### config.mk
export PLATFORM = sky130hd
export DESIGN_NAME = led_breathing_and_heartbeat_core
export DESIGN_NICKNAME = d
export VERILOG_FILES = /design/src/rtl/lbh_pkg.sv /design/src/rtl/led_breathing_and_heartbeat_core.sv
export SDC_FILE = /design/constraint.sdc
export NUM_CORES = 1
export LEC_CHECK = 0
export ABC_AREA = 1
export ABC_CLOCK_PERIOD_IN_PS = 17100
export BUFFER_PORTS_ARGS = -buffer_cell sky130_fd_sc_hd__buf_2
export CAP_MARGIN = 20
export CORE_MARGIN = 4
export CORE_UTILIZATION = 60
export CTS_CLUSTER_SIZE = 8
export DETAILED_ROUTE_END_ITERATION = 10
export GPL_TIMING_DRIVEN = 0
export PLACE_DENSITY = 0.77
export SYNTH_ARGS = -nofsm -noshare
export SYNTH_HDL_FRONTEND = slang
export SYNTH_SLANG_ARGS = --single-unit
### constraint.sdc
create_clock -name clock -period 17.1 [get_ports clock]
set_clock_uncertainty 0.05 [all_clocks]
set_input_delay 2.565 -clock clock [delete_from_list [all_inputs] [get_ports clock]]
set_output_delay 2.565 -clock clock [all_outputs]
set_load 0.01 [all_outputs]
### src/rtl/lbh_pkg.sv
// Shared types, register indexes and heartbeat constants of the LED breathing and heartbeat core.
`default_nettype none

package lbh_pkg;

   typedef enum logic [1:0] {
      FADE_IN  = 2'd0,
      FADE_DIM = 2'd1,
      FADE_GAP = 2'd2
   } fade_phase_type;

   localparam logic [2:0] CSR_FADE_ENABLE    = 3'd0;
   localparam logic [2:0] CSR_PULSE_ENABLE   = 3'd1;
   localparam logic [2:0] CSR_PWM_PERIOD_US  = 3'd2;
   localparam logic [2:0] CSR_DUTY_STEP_US   = 3'd3;
   localparam logic [2:0] CSR_FADE_GAP_TICKS = 3'd4;

   localparam int unsigned CSR_DATA_WIDTH = 16;

   localparam logic [11:0] PWM_PERIOD_RESET = 12'd4000;
   localparam logic [7:0]  DUTY_STEP_RESET  = 8'd20;
   localparam logic [11:0] OFF_TIME_RESET   = 12'd3980;
   localparam logic [11:0] OFF_TIME_MAX     = 12'hFFF;
   localparam logic [15:0] GAP_COUNT_MAX    = 16'hFFFF;

   localparam logic [2:0] PULSE_STEPS     = 3'd6;
   localparam logic [2:0] PULSE_LAST_STEP = 3'd5;

   function automatic logic [11:0] pulse_len(input logic [2:0] step);
      logic [11:0] len;
      case (step)
         3'd0:    len = 12'd300;
         3'd1:    len = 12'd700;
         3'd2:    len = 12'd100;
         3'd3:    len = 12'd200;
         3'd4:    len = 12'd100;
         3'd5:    len = 12'd2600;
         default: len = 12'd300;
      endcase
      return len;
   endfunction

   function automatic logic pulse_lit(input logic [2:0] step);
      logic lit;
      case (step)
         3'd0:    lit = 1'b1;
         3'd2:    lit = 1'b1;
         3'd4:    lit = 1'b1;
         default: lit = 1'b0;
      endcase
      return lit;
   endfunction

endpackage

`default_nettype wire

### src/rtl/led_breathing_and_heartbeat_core.sv
// Top level of the LED breathing fader and heartbeat pulser.
`default_nettype none

// Each request transfer is one microsecond tick, with req_sys_tick set when it is also a
// system tick, and it yields exactly one response transfer carrying both LED drives. The core
// takes one tick per clock: the fade and heartbeat state and the LED values are all registered
// in the accepting cycle, and the response carrying them appears in the next cycle. A held
// response blocks a new request only while rsp_stall is high. Configuration writes never touch
// the channel state; a disabled channel keeps its state and drives its LED off.
module led_breathing_and_heartbeat_core #(
   parameter int unsigned TICKS_PER_SECOND = 128
) (
   input  wire logic        clock,
   input  wire logic        reset,
   input  wire logic        req_valid,
   output logic             req_stall,
   input  wire logic        req_sys_tick,
   output logic             rsp_valid,
   input  wire logic        rsp_stall,
   output logic             rsp_fade_led,
   output logic             rsp_pulse_led,
   input  wire logic        csr_wr_en,
   input  wire logic [2:0]  csr_index,
   input  wire logic [lbh_pkg::CSR_DATA_WIDTH-1:0] csr_wdata
);

   localparam logic [15:0] FADE_GAP_RESET = 16'(4 * TICKS_PER_SECOND);

   logic        fade_enable_ff;
   logic        pulse_enable_ff;
   logic [11:0] pwm_period_ff;
   logic [7:0]  duty_step_ff;
   logic [15:0] fade_gap_ff;

   lbh_pkg::fade_phase_type fade_phase_ff, fade_phase_in;
   logic [11:0] off_time_ff, off_time_in;
   logic [11:0] pwm_counter_ff, pwm_counter_in;
   logic [15:0] gap_counter_ff, gap_counter_in;
   logic [2:0]  pulse_step_ff, pulse_step_in;
   logic [11:0] pulse_counter_ff, pulse_counter_in;

   logic rsp_valid_ff;
   logic fade_led_ff, fade_led_in;
   logic pulse_led_ff, pulse_led_in;

   logic req_accept;
   logic [11:0] step_ext;
   logic [11:0] per_minus_step;
   logic [11:0] lit_limit;
   logic [12:0] pwm_plus;
   logic [12:0] off_sum;
   logic [2:0]  pulse_step_cur;
   logic [11:0] pulse_count_next;

   assign req_stall  = rsp_valid_ff && rsp_stall;
   assign req_accept = req_valid && !req_stall;

   assign rsp_valid     = rsp_valid_ff;
   assign rsp_fade_led  = fade_led_ff;
   assign rsp_pulse_led = pulse_led_ff;

   always_ff @(posedge clock) begin
      if (reset) begin
         fade_enable_ff  <= 1'b0;
         pulse_enable_ff <= 1'b0;
         pwm_period_ff   <= lbh_pkg::PWM_PERIOD_RESET;
         duty_step_ff    <= lbh_pkg::DUTY_STEP_RESET;
         fade_gap_ff     <= FADE_GAP_RESET;
      end else if (csr_wr_en) begin
         case (csr_index)
            lbh_pkg::CSR_FADE_ENABLE:    fade_enable_ff  <= csr_wdata[0];
            lbh_pkg::CSR_PULSE_ENABLE:   pulse_enable_ff <= csr_wdata[0];
            lbh_pkg::CSR_PWM_PERIOD_US:  pwm_period_ff   <= csr_wdata[11:0];
            lbh_pkg::CSR_DUTY_STEP_US:   duty_step_ff    <= csr_wdata[7:0];
            lbh_pkg::CSR_FADE_GAP_TICKS: fade_gap_ff     <= csr_wdata[15:0];
            default: ;
         endcase
      end
   end

   assign step_ext       = {4'd0, duty_step_ff};
   assign per_minus_step = (pwm_period_ff > step_ext) ? (pwm_period_ff - step_ext) : 12'd0;

   always_comb begin
      fade_phase_in  = fade_phase_ff;
      off_time_in    = off_time_ff;
      pwm_counter_in = pwm_counter_ff;
      gap_counter_in = gap_counter_ff;
      fade_led_in    = 1'b0;
      lit_limit      = 12'd0;
      pwm_plus       = {1'b0, pwm_counter_ff} + 13'd1;
      off_sum        = 13'd0;
      if (fade_enable_ff) begin
         if (pwm_counter_ff == 12'd0) begin
            if (fade_phase_in == lbh_pkg::FADE_IN && off_time_in <= step_ext) begin
               fade_phase_in = lbh_pkg::FADE_DIM;
               off_time_in   = step_ext;
            end
            if (fade_phase_in == lbh_pkg::FADE_DIM && off_time_in >= per_minus_step) begin
               fade_phase_in  = lbh_pkg::FADE_GAP;
               gap_counter_in = 16'd0;
            end
         end
         case (fade_phase_in)
            lbh_pkg::FADE_IN, lbh_pkg::FADE_DIM: begin
               lit_limit = (pwm_period_ff > off_time_in) ? (pwm_period_ff - off_time_in)
                                                         : 12'd0;
               fade_led_in = (pwm_counter_ff < lit_limit);
               if (pwm_plus >= {1'b0, pwm_period_ff}) begin
                  pwm_counter_in = 12'd0;
                  if (fade_phase_in == lbh_pkg::FADE_IN) begin
                     off_time_in = (off_time_in > step_ext) ? (off_time_in - step_ext) : 12'd0;
                  end else begin
                     off_sum     = {1'b0, off_time_in} + {1'b0, step_ext};
                     off_time_in = off_sum[12] ? lbh_pkg::OFF_TIME_MAX : off_sum[11:0];
                  end
               end else begin
                  pwm_counter_in = pwm_plus[11:0];
               end
            end
            default: begin
               if (req_sys_tick && gap_counter_in != lbh_pkg::GAP_COUNT_MAX) begin
                  gap_counter_in = gap_counter_in + 16'd1;
               end
               if (gap_counter_in >= fade_gap_ff) begin
                  fade_phase_in  = lbh_pkg::FADE_IN;
                  off_time_in    = per_minus_step;
                  pwm_counter_in = 12'd0;
               end
            end
         endcase
      end
   end

   always_comb begin
      pulse_step_cur   = (pulse_step_ff >= lbh_pkg::PULSE_STEPS) ? 3'd0 : pulse_step_ff;
      pulse_step_in    = pulse_step_ff;
      pulse_counter_in = pulse_counter_ff;
      pulse_count_next = pulse_counter_ff + 12'd1;
      pulse_led_in     = 1'b0;
      if (pulse_enable_ff) begin
         pulse_step_in = pulse_step_cur;
         if (req_sys_tick) begin
            if (pulse_count_next >= lbh_pkg::pulse_len(pulse_step_cur)) begin
               pulse_counter_in = 12'd0;
               pulse_step_in    = (pulse_step_cur == lbh_pkg::PULSE_LAST_STEP) ? 3'd0
                                                                              : pulse_step_cur + 3'd1;
            end else begin
               pulse_counter_in = pulse_count_next;
            end
         end
         pulse_led_in = lbh_pkg::pulse_lit(pulse_step_in);
      end
   end

   always_ff @(posedge clock) begin
      if (reset) begin
         fade_phase_ff    <= lbh_pkg::FADE_IN;
         off_time_ff      <= lbh_pkg::OFF_TIME_RESET;
         pwm_counter_ff   <= 12'd0;
         gap_counter_ff   <= 16'd0;
         pulse_step_ff    <= 3'd0;
         pulse_counter_ff <= 12'd0;
      end else if (req_accept) begin
         fade_phase_ff    <= fade_phase_in;
         off_time_ff      <= off_time_in;
         pwm_counter_ff   <= pwm_counter_in;
         gap_counter_ff   <= gap_counter_in;
         pulse_step_ff    <= pulse_step_in;
         pulse_counter_ff <= pulse_counter_in;
      end
   end

   always_ff @(posedge clock) begin
      if (reset) begin
         rsp_valid_ff <= 1'b0;
      end else if (req_accept) begin
         rsp_valid_ff <= 1'b1;
      end else if (!rsp_stall) begin
         rsp_valid_ff <= 1'b0;
      end
   end

   always_ff @(posedge clock) begin
      if (req_accept) begin
         fade_led_ff  <= fade_led_in;
         pulse_led_ff <= pulse_led_in;
      end
   end

`ifndef SYNTHESIS
   a_pulse_step_range: assert property (@(posedge clock) disable iff (reset)
      pulse_step_ff < lbh_pkg::PULSE_STEPS)
      else $error("heartbeat step left its range");

   a_pulse_count_range: assert property (@(posedge clock) disable iff (reset)
      pulse_counter_ff < 12'd2600)
      else $error("heartbeat counter passed the longest interval");

   a_fade_off_dark: assert property (@(posedge clock) disable iff (reset)
      req_accept && !fade_enable_ff |=> !rsp_fade_led)
      else $error("disabled fade channel produced a lit LED");

   a_fade_frozen: assert property (@(posedge clock) disable iff (reset)
      req_accept && !fade_enable_ff |=> $stable(off_time_ff) && $stable(pwm_counter_ff)
                                        && $stable(gap_counter_ff))
      else $error("disabled fade channel changed its state");

   a_pulse_off_dark: assert property (@(posedge clock) disable iff (reset)
      req_accept && !pulse_enable_ff |=> !rsp_pulse_led && $stable(pulse_counter_ff))
      else $error("disabled heartbeat channel was lit or advanced");
`endif

endmodule

`default_nettype wire

==> results.rst <==
.. list-table::
   :header-rows: 1

   * - Metric
     - Value
   * - Outcome
     - completed
   * - Congestion Overflow GR
     - 0
   * - Final hold vios
     - 0
   * - Post-route minimum period
     - 7.634 ns
   * - Critical Path Slowest Stage Cell
     - sky130_fd_sc_hd__dfxtp_1
   * - Bufs on Longest Clock Path
     - 2
   * - Final TNS setup
     - 0 ns
   * - Area enclosed by the die boundary
     - 17380 um^2
   * - Class of the tightest hold or removal check
     - flop to flop
   * - Rel. slew slack
     - 36.96%
   * - Max_cap viols
     - 0
   * - Library cell appearing most often on the critical path
     - sky130_fd_sc_hd__nand2_1
   * - Share of the clock period used by the worst path after layout
     - 44.64%
   * - Area of the mapped netlist
     - 9200 um^2
   * - Routed metal-1 wire length
     - 12100 um
   * - Switching Fraction
     - 31.59%
   * - Number of instances resized during post-cts repair
     - 0
   * - Initial DRT Pass Iterations
     - 5
   * - Power density over the cells
     - 57.55 nW/um^2
   * - Largest net degree at the start of global routing
     - 20
   * - Routed wire length
     - 26510 um
   * - Average footprint of a synthesized cell
     - 6.434 um^2
   * - Flip-flop cell with the highest count after synthesis
     - sky130_fd_sc_hd__dfxtp_1
   * - Area growth syn-to-layout
     - 7.398%
   * - Final setup violating endpoints
     - 0
   * - H-Tree Level Count
     - 3
   * - Height of the die
     - 131.8 um
   * - Initial standard-cell utilization of the core
     - 62.36%
   * - Flops & latches, synth
     - 98
   * - Internal Power
     - 0.0003890 W
   * - Delay of the slowest cell on the worst path
     - 0.51 ns
   * - Fraction of power consumed by combinational cells
     - 18.9%
   * - Biggest fanout along the worst timing path
     - 10
   * - Final weighted congestion in routability-driven placement
     - 0.9259
   * - Clock root buffer
     - sky130_fd_sc_hd__clkbuf_16
   * - Sequential power share
     - 41.7%
   * - Cell count after placement
     - 1641
   * - Async SR Flop Fraction
     - 0%
   * - Antenna violations before repair
     - 0
   * - Net count of the mapped netlist
     - 1570
   * - Number of nets at the end of the flow
     - 1608
   * - Setup Buffers After CTS
     - 0
   * - Layout cells sized above 1
     - 7.060%
   * - HPWL reported at the end of detailed placement
     - 20980 um
   * - Post-detailed-route DRC marker count
     - 0
   * - Fraction of post-synthesis cell area in the top cell type by area
     - 20.89%
   * - CP Class
     - flop to flop
   * - Length of routed met3 wiring
     - 2040 um
   * - TritonCTS buffer count
     - 9
   * - Post-Syn Instances
     - 1430
   * - Overall via count from detail_route
     - 9518
   * - Number of warning messages in the yosys log
     - 0
   * - # hold bufs at CTS
     - 0
   * - Category of the worst setup path launch point
     - flop
   * - Ports
     - 29
   * - Clock slew at reported path FFs
     - 0.08 ns
   * - Count of antenna-violating nets left after detailed routing
     - 0
   * - Slew at the pin closest to its max-slew limit
     - 0.9358 ns
   * - Detailed-route wire length per cell
     - 16.00 um
   * - Area contributors post-synth
     - sky130_fd_sc_hd__dfxtp_1, sky130_fd_sc_hd__ha_1, sky130_fd_sc_hd__nand2_1
   * - Share of the yosys chip area belonging to registers
     - 21.54%
   * - Overall track demand over capacity in global routing
     - 30.12%
   * - Clock network power share
     - 39.4%
   * - Crit end category
     - flop
   * - Library cell occupying the most area in the post-synthesis netlist
     - sky130_fd_sc_hd__dfxtp_1
   * - Leading cell type in the layout, fill and taps excluded
     - sky130_fd_sc_hd__nand2_1
   * - Total length of routed met2 wires
     - 11740 um
   * - Max IR drop VDD
     - 50.10 uV
   * - Core region area
     - 14750 um^2
   * - Vias in the first global route
     - 8553
   * - Inserted Diodes
     - 0
   * - Static Leak
     - 4.891 nW
   * - DR iter-0 viols
     - 959
   * - Wire length of the first global-routing pass
     - 43100 um
   * - Cell Count, Final, Fillers Out
     - 1657
   * - Most frequent cells in the layout
     - sky130_fd_sc_hd__nand2_1, sky130_fd_sc_hd__inv_1, sky130_fd_sc_hd__a21oi_1
   * - Worst endpoint data arrival time
     - 7.82 ns
   * - Number of pins exceeding their max-slew limit in the final report
     - 0
   * - Count of flip-flops with a built-in enable after synthesis
     - 2
   * - Die X-Extent
     - 131.8 um
   * - CTS tree
     - yes
   * - Required time of the worst setup path
     - 17.28 ns
   * - Vias per inst
     - 5.744
   * - Count of distinct cell types in the synthesized netlist
     - 49
   * - Setup repair after global routing missed its margin
     - no
   * - Fmax
     - 131.0 MHz
   * - Top Layer Used
     - met4
   * - Cell Rows
     - 44
   * - Clock latency of the later-clocked register in the worst-skew pair
     - 0.36 ns
   * - CTS sink count
     - 98
   * - Switching power summed over all nets
     - 0.0001796 W
   * - Number of port buffers
     - 27
flip-flops by register name, summed over array words and instances (netlist names):
name and count:
fade_phase_ff 2, pulse_counter_ff 12, pulse_enable_ff 1, pulse_step_ff 3, rsp_valid 1, rsp_fade_led 1, pwm_counter_ff 12, pwm_period_ff 12
duty_step_ff 8, fade_gap_ff 16, gap_counter_ff 16, rsp_pulse_led 1, fade_enable_ff 1, off_time_ff 12
final timing paths:
check	to	startpoint	cells past startpoint	slack, ns
setup / recovery	off_time_ff[0]	duty_step_ff[1]	45	9.47
hold / removal	fade_gap_ff[2]	fade_gap_ff[2]	2	0.42
setup reg to reg	off_time_ff[0]	duty_step_ff[1]	45	9.47
hold reg to reg	fade_gap_ff[2]	fade_gap_ff[2]	2	0.42
stage by stage:
step	power, W	utilization [%]	area (um^2)	worst slack [ns]	hold slack (ns)
global placement	0.0003457	64.83	9565	9.718	0.4029
floorplan	0.0003176	-	9200	11.34	0.3853
global route	0.0005947	66.97	9881	8.787	0.4442
detailed placement	0.0003475	64.83	9565	9.727	0.4079
CTS	0.0005681	66.97	9881	9.619	0.4186
finish	0.0005686	66.97	9881	9.466	0.4188
power groups by stage:
stage,registers (W),clock network [W],logic [W]
after floorplan,0.000241,0,0.0000764
after global placement,0.000242,0,0.000103
after detailed placement,0.000242,0,0.000105
after CTS,0.000237,0.000225,0.000106
after global routing,0.000238,0.000235,0.000122
final,0.000237,0.000224,0.000107
cells in the mapped netlist (3+ instances only):
cell,number
sky130_fd_sc_hd__nand3_2,6
sky130_fd_sc_hd__nor2_4,6
sky130_fd_sc_hd__clkbuf_1,27
sky130_fd_sc_hd__a211oi_1,5
sky130_fd_sc_hd__inv_2,3
sky130_fd_sc_hd__nor3_1,25
sky130_fd_sc_hd__fa_1,4
sky130_fd_sc_hd__nand3_1,77
sky130_fd_sc_hd__inv_1,210
sky130_fd_sc_hd__o21ai_0,120
sky130_fd_sc_hd__o21bai_1,7
sky130_fd_sc_hd__nand2_2,6
sky130_fd_sc_hd__xor2_1,28
sky130_fd_sc_hd__buf_2,8
sky130_fd_sc_hd__xnor2_1,8
sky130_fd_sc_hd__a21o_1,3
sky130_fd_sc_hd__nand3b_1,6
sky130_fd_sc_hd__a21oi_1,171
sky130_fd_sc_hd__o21ai_1,3
sky130_fd_sc_hd__o211ai_1,13
sky130_fd_sc_hd__or2_2,6
sky130_fd_sc_hd__nor2_1,95
sky130_fd_sc_hd__buf_6,6
sky130_fd_sc_hd__nand2_1,314
sky130_fd_sc_hd__dfxtp_1,96
sky130_fd_sc_hd__ha_1,111
sky130_fd_sc_hd__nand4_1,29
sky130_fd_sc_hd__nor2_2,11
cells by family after synthesis:
kind of cell / after synthesis / synth area share [%]
AND/OR/NAND/NOR: 590 / 28.64
AO/OA/AOI/OAI: 333 / 19.23
buffers and inverters: 258 / 11.19
adder cells (fa/ha/maj): 115 / 15.97
flip-flops: 98 / 21.54
XOR/XNOR: 36 / 3.427
layer usage:
metal	vias to the layer above	global-route usage [%]
li1	4817	-
met1	4306	41.83
met2	350	47.51
met3	45	5.954
met4	0	8.985
met5	-	0
worst max-delay path, delay by kind of cell (launching register included):
family	cells	cell delay [ns]
compound gates	8	1.09
fa+ha+maj	4	1.30
simple gates	23	2.82
buf+inv	10	1.71
flops	1	0.51
area by class of cell:
| class | instances | area (um^2) |
|---|---|---|
| multi-input combinational | 1074 | 6188 |
| fill | 1392 | 4873 |
| sequential | 98 | 1982 |
| inverter | 215 | 809.5 |
| tap | 184 | 230.2 |
| clock buffer | 9 | 225.2 |
| buffer | 43 | 220.2 |
| timing repair buffer | 27 | 135.1 |
| clock inverter | 7 | 90.09 |
(Power assumes the default switching activity.)
